===== src/sv/mac_address_frame_router_top_macros.svh =====
// Assertion macros for the MAC address frame router.
`ifndef MAC_ADDRESS_FRAME_ROUTER_TOP_MACROS_SVH
`define MAC_ADDRESS_FRAME_ROUTER_TOP_MACROS_SVH

`ifndef ASSERT_OFF

// Checked on every edge outside reset.
`define MAFR_ASSERT(lbl, prop, msg) \
  lbl: assert property (@(posedge clk) disable iff (!rst_n) prop) else $error(msg);

// Checked on every edge, reset included.
`define MAFR_ASSERT_ALWAYS(lbl, prop, msg) \
  lbl: assert property (@(posedge clk) prop) else $error(msg);

`else

`define MAFR_ASSERT(lbl, prop, msg)
`define MAFR_ASSERT_ALWAYS(lbl, prop, msg)

`endif

`endif


===== src/sv/mafr_pkg.sv =====
// Shared types, constants and helpers of the MAC address frame router.
`timescale 1ns / 1ps
`default_nettype none

package mafr_pkg;

  localparam int DATA_W    = 64;
  localparam int KEEP_W    = 8;
  localparam int MAC_W     = 48;
  localparam int CFG_IDX_W = 1;

  // Register indexes of the configuration port.
  localparam logic [CFG_IDX_W-1:0] REG_MATCH_ADDRESS = 1'd0;
  localparam logic [CFG_IDX_W-1:0] REG_PASS_ALL      = 1'd1;

  // Output queue geometry.
  localparam int FIFO_DEPTH = 4;
  localparam int PTR_W      = $clog2(FIFO_DEPTH);
  localparam int CNT_W      = $clog2(FIFO_DEPTH + 1);

  // Port codes.
  localparam logic PORT_OTHER = 1'b0;
  localparam logic PORT_SHELL = 1'b1;

  typedef struct packed {
    logic [DATA_W-1:0] data;
    logic [KEEP_W-1:0] keep;
    logic              last;
    logic              port;
    logic              run_end;
  } result_t;

  // Items pushed into the output queue in one cycle: n is 0, 1 or 2.
  typedef struct packed {
    logic [1:0] n;
    result_t    first;
    result_t    second;
  } push_t;

  typedef struct packed {
    logic [CNT_W-1:0] count;
    logic             room2;
  } fifo_status_t;

  function automatic logic [DATA_W-1:0] swap_bytes(input logic [DATA_W-1:0] v);
    logic [DATA_W-1:0] r;
    r = '0;
    for (int i = 0; i < DATA_W / 8; i++) begin
      r[i*8 +: 8] = v[(DATA_W/8 - 1 - i)*8 +: 8];
    end
    return r;
  endfunction

endpackage

`default_nettype wire


===== src/sv/mafr_out_fifo.sv =====
// Four-entry output queue that takes up to two items per cycle and gives one per cycle while the reader is ready.
`timescale 1ns / 1ps
`default_nettype none

module mafr_out_fifo (
  input  wire logic                  clk,
  input  wire logic                  rst_n,
  input  wire mafr_pkg::push_t       push,
  output mafr_pkg::fifo_status_t     status,
  output logic                       rd_valid,
  input  wire logic                  rd_ready,
  output mafr_pkg::result_t          rd_data
);

  mafr_pkg::result_t mem_r [mafr_pkg::FIFO_DEPTH];

  logic [mafr_pkg::PTR_W-1:0] wr_ptr_r, wr_ptr_nxt;
  logic [mafr_pkg::PTR_W-1:0] rd_ptr_r, rd_ptr_nxt;
  logic [mafr_pkg::CNT_W-1:0] count_r, count_nxt;
  logic [mafr_pkg::PTR_W-1:0] wr_ptr_second;
  logic                       pop;

  assign rd_valid      = (count_r != '0);
  assign pop           = rd_valid && rd_ready;
  assign rd_data       = mem_r[rd_ptr_r];
  assign wr_ptr_second = wr_ptr_r + mafr_pkg::PTR_W'(1);

  assign wr_ptr_nxt = wr_ptr_r + mafr_pkg::PTR_W'(push.n);
  assign rd_ptr_nxt = rd_ptr_r + mafr_pkg::PTR_W'(pop);
  assign count_nxt  = count_r + mafr_pkg::CNT_W'(push.n) - mafr_pkg::CNT_W'(pop);

  assign status.count = count_r;
  assign status.room2 = (count_r <= mafr_pkg::CNT_W'(mafr_pkg::FIFO_DEPTH - 2));

  always_ff @(posedge clk) begin
    if (!rst_n) begin
      wr_ptr_r <= '0;
      rd_ptr_r <= '0;
      count_r  <= '0;
    end else begin
      wr_ptr_r <= wr_ptr_nxt;
      rd_ptr_r <= rd_ptr_nxt;
      count_r  <= count_nxt;
    end
  end

  always_ff @(posedge clk) begin
    if (push.n != 2'd0) begin
      mem_r[wr_ptr_r] <= push.first;
    end
    if (push.n == 2'd2) begin
      mem_r[wr_ptr_second] <= push.second;
    end
  end

endmodule

`default_nettype wire


===== src/sv/mac_address_frame_router_top.sv =====
// Top level of the MAC address frame router.
`timescale 1ns / 1ps
`default_nettype none

`include "mac_address_frame_router_top_macros.svh"

// Routes 64-bit Ethernet frame beats by source MAC address. The block takes one beat per
// cycle while the output queue has room. The first beat of a frame longer than one beat
// is held and gives no output item; when the second beat arrives, the source MAC (bytes
// 6 and 7 of the first beat, bytes 0 to 3 of the second) is compared with match_address,
// and both beats leave, unchanged, tagged with the chosen port (shell on a match or with
// pass_all set). Later beats follow on the same port until last; a one-beat frame goes
// to the shell port only with pass_all. Results are written into a four-entry output
// queue and leave from its head, one per cycle while out_tready is high; the input is
// ready while the queue has two free entries, so a steady stream runs at one beat per
// cycle and stalls only when the output side stalls. Configuration writes are taken in
// any cycle outside reset; neither channel is ready while reset is held.
module mac_address_frame_router_top (
  input  wire logic                              clk,
  input  wire logic                              rst_n,
  // Input stream.
  input  wire logic                              in_tvalid,
  output logic                                   in_tready,
  input  wire logic [71:0]                       in_tdata,  // beat_data[63:0], beat_keep[71:64]
  input  wire logic                              in_tlast,  // beat_last
  // Result stream.
  output logic                                   out_tvalid,
  input  wire logic                              out_tready,
  output logic [71:0]                            out_tdata, // out_data[63:0], out_keep[71:64]
  output logic                                   out_tlast, // out_last
  output logic [1:0]                             out_tuser, // out_port[0], run_end[1]
  // Configuration writes.
  input  wire logic                              cfg_valid,
  output logic                                   cfg_ready,
  input  wire logic [mafr_pkg::CFG_IDX_W-1:0]    cfg_index,
  input  wire logic [mafr_pkg::MAC_W-1:0]        cfg_data
);

  typedef enum logic [1:0] {
    ST_FIRST  = 2'd0,
    ST_SECOND = 2'd1,
    ST_STREAM = 2'd2
  } state_t;

  state_t state_r, state_nxt;

  logic [mafr_pkg::MAC_W-1:0]  match_addr_r;
  logic                        pass_all_r;
  logic [mafr_pkg::DATA_W-1:0] held_data_r;
  logic [mafr_pkg::KEEP_W-1:0] held_keep_r;
  logic                        held_last_r;
  logic                        route_r, route_nxt;

  logic [mafr_pkg::DATA_W-1:0] beat_data;
  logic [mafr_pkg::KEEP_W-1:0] beat_keep;
  logic                        in_fire;
  logic                        cfg_fire;
  logic [mafr_pkg::DATA_W-1:0] held_swapped;
  logic [mafr_pkg::DATA_W-1:0] beat_swapped;
  logic [mafr_pkg::MAC_W-1:0]  src_mac;
  logic                        shell_hit;

  mafr_pkg::push_t        push;
  mafr_pkg::fifo_status_t fifo_status;
  mafr_pkg::result_t      head;

  assign beat_data = in_tdata[mafr_pkg::DATA_W-1:0];
  assign beat_keep = in_tdata[mafr_pkg::DATA_W +: mafr_pkg::KEEP_W];

  assign in_tready = rst_n && fifo_status.room2;
  assign in_fire   = in_tvalid && in_tready;
  assign cfg_ready = rst_n;
  assign cfg_fire  = cfg_valid && cfg_ready;

  assign held_swapped = mafr_pkg::swap_bytes(held_data_r);
  assign beat_swapped = mafr_pkg::swap_bytes(beat_data);
  assign src_mac      = {held_swapped[15:0], beat_swapped[63:32]};
  assign shell_hit    = pass_all_r || (src_mac == match_addr_r);

  always_comb begin
    push      = '0;
    state_nxt = state_r;
    route_nxt = route_r;
    push.second.data    = beat_data;
    push.second.keep    = beat_keep;
    push.second.last    = in_tlast;
    push.second.port    = route_r;
    push.second.run_end = 1'b1;
    push.first          = push.second;
    if (in_fire) begin
      unique case (state_r)
        ST_SECOND: begin
          route_nxt           = shell_hit;
          push.n              = 2'd2;
          push.first.data     = held_data_r;
          push.first.keep     = held_keep_r;
          push.first.last     = held_last_r;
          push.first.port     = shell_hit;
          push.first.run_end  = 1'b0;
          push.second.port    = shell_hit;
          state_nxt           = in_tlast ? ST_FIRST : ST_STREAM;
        end
        ST_STREAM: begin
          push.n = 2'd1;
          if (in_tlast) begin
            state_nxt = ST_FIRST;
          end
        end
        default: begin
          if (in_tlast) begin
            route_nxt       = pass_all_r ? mafr_pkg::PORT_SHELL : mafr_pkg::PORT_OTHER;
            push.n          = 2'd1;
            push.first.port = route_nxt;
            state_nxt       = ST_FIRST;
          end else begin
            state_nxt = ST_SECOND;
          end
        end
      endcase
    end
  end

  always_ff @(posedge clk) begin
    if (!rst_n) begin
      state_r      <= ST_FIRST;
      route_r      <= mafr_pkg::PORT_OTHER;
      match_addr_r <= '0;
      pass_all_r   <= 1'b0;
    end else begin
      state_r <= state_nxt;
      route_r <= route_nxt;
      if (cfg_fire) begin
        unique case (cfg_index)
          mafr_pkg::REG_MATCH_ADDRESS: match_addr_r <= cfg_data;
          mafr_pkg::REG_PASS_ALL:      pass_all_r   <= cfg_data[0];
          default: ;
        endcase
      end
    end
  end

  // The first beat is kept for the address compare and replayed with the second.
  always_ff @(posedge clk) begin
    if (in_fire && (state_r != ST_SECOND) && (state_r != ST_STREAM)) begin
      held_data_r <= beat_data;
      held_keep_r <= beat_keep;
      held_last_r <= in_tlast;
    end
  end

  mafr_out_fifo u_out_fifo (
    .clk      (clk),
    .rst_n    (rst_n),
    .push     (push),
    .status   (fifo_status),
    .rd_valid (out_tvalid),
    .rd_ready (out_tready),
    .rd_data  (head)
  );

  assign out_tdata = {head.keep, head.data};
  assign out_tlast = head.last;
  assign out_tuser = {head.run_end, head.port};

  `MAFR_ASSERT(a_queue_bound, fifo_status.count <= mafr_pkg::CNT_W'(mafr_pkg::FIFO_DEPTH), "output queue overflow")
  `MAFR_ASSERT(a_ready_room, in_tready |-> fifo_status.count <= mafr_pkg::CNT_W'(mafr_pkg::FIFO_DEPTH - 2), "input ready without room for two items")
  `MAFR_ASSERT(a_last_ends_frame, (in_fire && in_tlast) |=> (state_r == ST_FIRST), "frame did not end on its last beat")
  `MAFR_ASSERT(a_second_pushes_two, (in_fire && state_r == ST_SECOND) |=> (fifo_status.count >= mafr_pkg::CNT_W'(1)), "second beat left the queue empty")
  `MAFR_ASSERT_ALWAYS(a_reset_empty, !rst_n |=> !out_tvalid, "output valid right after reset")

endmodule

`default_nettype wire


===== config.mk =====
export PLATFORM = sky130hd
export DESIGN_NAME = mac_address_frame_router_top
export DESIGN_NICKNAME = d
export VERILOG_FILES = /design/src/sv/mafr_pkg.sv /design/src/sv/mafr_out_fifo.sv /design/src/sv/mac_address_frame_router_top.sv
export VERILOG_INCLUDE_DIRS = /design/src /design/src/sv
export SDC_FILE = /design/constraint.sdc
export NUM_CORES = 1
export LEC_CHECK = 0
export BUFFER_PORTS_ARGS = -buffer_cell sky130_fd_sc_hd__buf_2
export CAP_MARGIN = 20
export CELL_PAD_IN_SITES_DETAIL_PLACEMENT = 1
export CELL_PAD_IN_SITES_GLOBAL_PLACEMENT = 1
export CORE_ASPECT_RATIO = 0.9
export CORE_UTILIZATION = 56
export CTS_BUF_LIST = sky130_fd_sc_hd__clkbuf_2
export DETAILED_ROUTE_END_ITERATION = 8
export HOLD_SLACK_MARGIN = 0.08
export PLACE_DENSITY_LB_ADDON = 0.1
export SLEW_MARGIN = 20
export SYNTH_ARGS = -nofsm -noshare
export SYNTH_HDL_FRONTEND = slang
export SYNTH_HIERARCHICAL = 1
export SYNTH_SLANG_ARGS = --single-unit

===== constraint.sdc =====
create_clock -name clk -period 13.25 [get_ports clk]
set_clock_uncertainty 0.2 [all_clocks]
set_input_delay 1.325 -clock clk [delete_from_list [all_inputs] [get_ports clk]]
set_output_delay 1.325 -clock clk [all_outputs]
set_load 0.01 [all_outputs]

* Yosys cells after proc, flatten, opt, wreduce, memory -nomap -nowiden
Memories as Yosys holds them, arrays and structs flattened. A register that Yosys moved wholly into a read port is not among the register bits.
Cells that the tools add are included.
** Word-level totals
- Memories :: 1
- RAM bits :: 300
- Flip-flop bits (word level) :: 132
** Cells by class
- Equality and inequality tests :: 7
- $lt $le $gt $ge :: 1
- Reductions and logical operators :: 12
- Add/sub/neg operators :: 5
- Muxes and demuxes :: 19
- Bitwise logic cells :: 1
** Memories
- u_out_fifo.mem_r :: words 4, bits a word 75, rd ports 1, clocked after memory_dff 1, write ports 2, line mafr_out_fifo.sv:15 : mafr_pkg::result_t mem_r [mafr_pkg::FIFO_DEPTH];
** Operators by type and width (count)
- two-way mux 77 bit :: 1
- two-way mux 73 bit :: 1
- == test 48 bit :: 1
- two-way mux 1 bit :: 11
- one-hot mux 2 bit (2 select lines) :: 2
- logical AND 1 bit :: 6
- two-way mux 2 bit :: 3
- AND reduction 2 bit :: 3
- == test 2 bit, second input constant :: 2
- inequality test 2 bit, second input constant :: 2
- adder 3 x 2 -> 3 bit :: 1
- <= comparator 3 x 2 -> 1 bit, second input constant :: 1
- nonzero test 3 bit :: 1
- subtractor 3 x 1 -> 3 bit :: 1
- adder 2 x 1 -> 2 bit :: 1
- adder 2 x 1 -> 2 bit, second input constant :: 1
- adder 2 bit :: 1
- == test 2 x 1 -> 1 bit, second input constant :: 1
- inequality test 2 x 1 -> 1 bit, second input constant :: 1
- one-hot mux 1 bit (2 select lines) :: 1
- nonzero test 2 bit :: 1
- logical OR 1 bit :: 1
- NOT 1 bit :: 1

* Logic depth before layout (Yosys ltp)
- Word-level depth :: 7
- Depth in mapped cells :: 13
- Depth with buffers taken out :: 9

* Hierarchy
Netlist, hierarchy kept.
** By module, submodules not included
- mafr_out_fifo :: area an instance 15302.2 um2, times used 1, cells each 770, seq. area each 9148.8 um2
- mac_address_frame_router_top :: area an instance 5684.2 um2, times used 1, cells each 488, seq. area each 3233.1 um2

* Least setup slack after synthesis
No wires, ideal clock.
- Path type :: in2reg
- Start point :: input rst_n
- End point :: memory u_out_fifo/mem_r[0][0] in the netlist's numbering, enable pin
- Path slack :: 4791 ps
- Setup time :: 612 ps
- Buffers on the path :: 5
- Required time :: 12438 ps
- Arrival :: 7647 ps
- Stages on the path :: 10
- Cells stage by stage :: buf_2 -> and3_1 -> buf_4 -> nand2_4 -> buf_6 -> buf_8 -> inv_1 -> buf_2 -> o21bai_1 -> o21ai_0
** RTL lines
- from (decl) :: line mac_address_frame_router_top.sv:20 : input wire logic rst_n,
- to (decl) :: line mafr_out_fifo.sv:15

==> run_results.csv <==
group,metric,value,unit
grt,grt_max_degree,66,
sta,layout_setup_ws,8.29,ns
placed_design,gp_congestion,0.848,
grt,use_met2,45.7,%
clock_tree,clk_path_buf_depth,3,
worst_setup_path,cp_cell_sequence,"buf_6 -> buf_4 -> mux4_2 -> buf_2",
power,pwr-share-seq,50.5,%
clock_tree,cts_tree,"yes",
worst_setup_path,worst-path-buf-inv,3,
min_path,hold_end,"match_addr_r[34]",
die,start_util,57.5,%
grt,grt_usage,28.7,%
drt,wl_per_cell,25.8,um
grt,met3_usage,6.37,%
logic_synthesis,synth_area_leader_cell,"edfxtp_1",
placed_design,placed_area,22300,um^2
die,dieArea,38300,um^2
final_layout,final_area,23300,um^2
power,total_power,3130,uW
worst_setup_path,worstSetupStartpointType,"flip-flop",
sta,fin_crit,4.96,ns
sta,relSlewSlack,23.6,%
logic_synthesis,ys_seq_elements,432,
clock_tree,clk_pin_slew,0.09,ns
clock_tree,cts_hold_buffers,0,
worst_setup_path,critPathArrivalTime,3.43,ns
placed_design,numPortBuffers,204,
clock_tree,cts_num_sinks,432,
final_layout,final_nets,1649,
min_path,min-delay-start,"match_addr_r[34]",
drt,post_drt_via_cell_ratio,5.96,
drt,postRouteAntennaNets,0,
clock_tree,cts_root_buf,"clkbuf_2",
drt,firstDrtPassIters,5,
sta,rsz0062_at_grt,"false",
sta,fmaxAchievable,202,MHz
sta,finalSetupTns,0,ns
clock_tree,cts_resized,0,
drt,route.detailed.drc,0,
drt,vias,12500,
min_path,hp-class,"flip-flop to flip-flop",
logic_synthesis,avgSynthCellArea,16.7,um^2
worst_setup_path,worst_ep_required_time,11.73,ns
worst_setup_path,crit_path_end_kind,"output pin",
grt,met1_usage,39.1,%
power,intPower,2230,uW
logic_synthesis,synth_top_area_share,53.4,%
worst_setup_path,crit_fanout,48,
worst_setup_path,cp_slowest_cell,"buf_4",
clock_tree,h-tree-depth,3,
placed_design,place_ws,7.69,ns
sta,maxSlewViolCount,0,
die,fp-row-count,66,
die,die_x,206,um
logic_synthesis,ys_types,45,
logic_synthesis,yosysWarningCount,6,
final_layout,areaGrowthSynthToFinish,11.2,%
sta,hold_viol_final,0,
worst_setup_path,critical_path_class,"flip-flop to output pin",
run,maxCapViolCount,0,
grt,top_usage_layer,"met2",
worst_setup_path,cp_top_family,"buffers and inverters",
final_layout,fin_util,64.0,%
drt,drt-total-wl,53900,um
die,pin_count,205,
worst_setup_path,r2r_end,"u_out_fifo/mem_r[0][0]",
logic_synthesis,yosys-top-cells-area,"edfxtp_1 (53%), mux2_2 (11%), mux2_4 (8.3%)",
logic_synthesis,synthCells,1258,
clock_tree,clock_latency,1.03,ns
die,fp.dieH,186,um
sta,setup_viol,0,
min_path,hold-path-cell-count,2,
sta,tightestPinTransition,1.15,ns
worst_setup_path,rr_startpoint,"state_r[0]",
power,irDropWorstVdd,0.158,mV
clock_tree,cts-buffers-inserted,108,
status,status,"finished, final reports clean",
power,leakagePower,0.00868,uW
clock_tree,cts_setup_buffers,0,
worst_setup_path,cp_num_cells,4,
logic_synthesis,ys.flop_type,"edfxtp_1",
placed_design,dp_hpwl,32800,um
logic_synthesis,synth_area,21000,um^2
power,comb_power_share,20.0,%
power,p_clk_share,29.5,%
sta,post-route-period-util,37.4,%
logic_synthesis,ys_seq_area_share,59.0,%
grt,grt_pass1_wl,80300,um
worst_setup_path,critical-path-max-stage-delay,0.69,ns
worst_setup_path,r2r_slack,9.10,ns
logic_synthesis,async_flop_share,0,%
power,p_per_area,134,nW/um^2
worst_setup_path,r2r_cells,8,
grt,first_global_vias,13300,
power,switchingPower,903,uW
die,core_region_area,36500,um^2
final_layout,final_layout_size_suffix_gt1_share,51.2,%
drt,drt_iter0_drc,970,
power,switching_share,28.8,%
logic_synthesis,synth_edf_count,373,
grt,antenna_found_initial,4,
grt,grt-ovfl-total,0,
-- worst register-to-register path: cells and delay by family (launching register included) --
family / cells / cell delay [ns]
fa+ha+maj: 1 / 0.38
buf+inv: 3 / 1.40
compound gates: 1 / 0.59
mux: 1 / 0.49
simple gates: 2 / 0.48
flops: 1 / 0.37
-- cells by family (layout without fill, tap and decap cells) --
family / Yosys count / after routing / synth area share [%]
mux: 452 / 452 / 30.3
flops: 432 / 432 / 59.0
simple gates: 213 / 213 / 4.84
buf+inv: 87 / 436 / 2.69
xor+xnor: 50 / 50 / 2.22
compound gates: 17 / 17 / 0.507
fa+ha+maj: 6 / 6 / 0.393
other cells: 1 / 8 / 0.0179
-- registers in the layout (all words and copies together), names as in the netlist --
register	cells
held_data_r	64
held_keep_r	8
held_last_r	1
match_addr_r	48
pass_all_r	1
route_r	1
state_r	2
u_out_fifo/count_r	3
u_out_fifo/mem_r	300
u_out_fifo/rd_ptr_r	2
u_out_fifo/wr_ptr_r	2
-- layout make-up --
type,instances,area [um^2]
Fill cell,3481,13200
Sequential cell,432,12400
Multi-Input combinational cell,742,8120
Timing Repair Buffer,222,1160
Clock buffer,187,936
Tap cell,476,596
Clock inverter,17,96.3
Inverter,10,37.5
Antenna cell,4,10.0
-- per-stage QoR --
stage | instances | hold WS (ns)
floorplan | 1261 | 0.246
global placement | 1882 | 0.253
detailed placement | 1882 | 0.260
CTS | 2086 | 0.206
global route | 2089 | 0.209
finish | 2090 | 0.269
-- cells in the final DEF, fill, tap and decap left out, types with 25 or more instances in the layout --
cell / count
mux2_1: 52
dfxtp_1: 57
clkbuf_2: 187
mux2_4: 116
nand2_1: 105
nand3_1: 51
xnor2_1: 48
mux2_2: 205
nand4_1: 25
mux4_2: 75
buf_2: 204
edfxtp_1: 373
-- cell usage after synthesis (2+ instances only) --
master,count
o21ai_0,4
ha_1,5
mux2i_1,4
xnor3_1,2
o21bai_1,2
mux2_4,116
edfxtp_1,373
mux2_1,52
nand2_1,105
nor4_1,6
dfxtp_1,59
buf_6,22
mux4_2,75
buf_4,7
inv_1,10
a21oi_1,5
mux2_2,205
buf_2,29
xnor2_1,48
nand2b_1,3
and4bb_1,2
clkbuf_1,12
nor2_1,7
and2_1,4
nand4_1,25
nor2b_1,2
buf_1,6
nand3_1,51
-- power by group through the flow --
stage / clock (uW) / sequential, uW / combinational (uW)
2_1_floorplan: 0 / 1610 / 413
3_3_place_gp: 0 / 1610 / 620
3_5_place_dp: 0 / 1610 / 630
4_1_cts: 954 / 1580 / 633
5_1_grt: 1020 / 1590 / 670
6_report: 924 / 1580 / 626
-- metal layers --
metal,wire [um],part of all wire [%]
met5,0,0
met3,3970,7.4
met4,1260,2.3
met1,22800,42
met2,25900,48
-- worst max path at each step --
stage                                    endpoint  slack (ns)                    from
after floorplan            u_out_fifo/mem_r[0][0]        4.79                   rst_n
after global placement    u_out_fifo/mem_r[2][54]        7.80                   rst_n
after detailed placement  u_out_fifo/mem_r[2][57]        7.69                   rst_n
after CTS                           out_tdata[20]        7.85  u_out_fifo/rd_ptr_r[0]
after global routing                out_tdata[20]        8.00  u_out_fifo/rd_ptr_r[0]
final                               out_tdata[20]        8.29  u_out_fifo/rd_ptr_r[0]
Power figures use the tool's default switching activity.
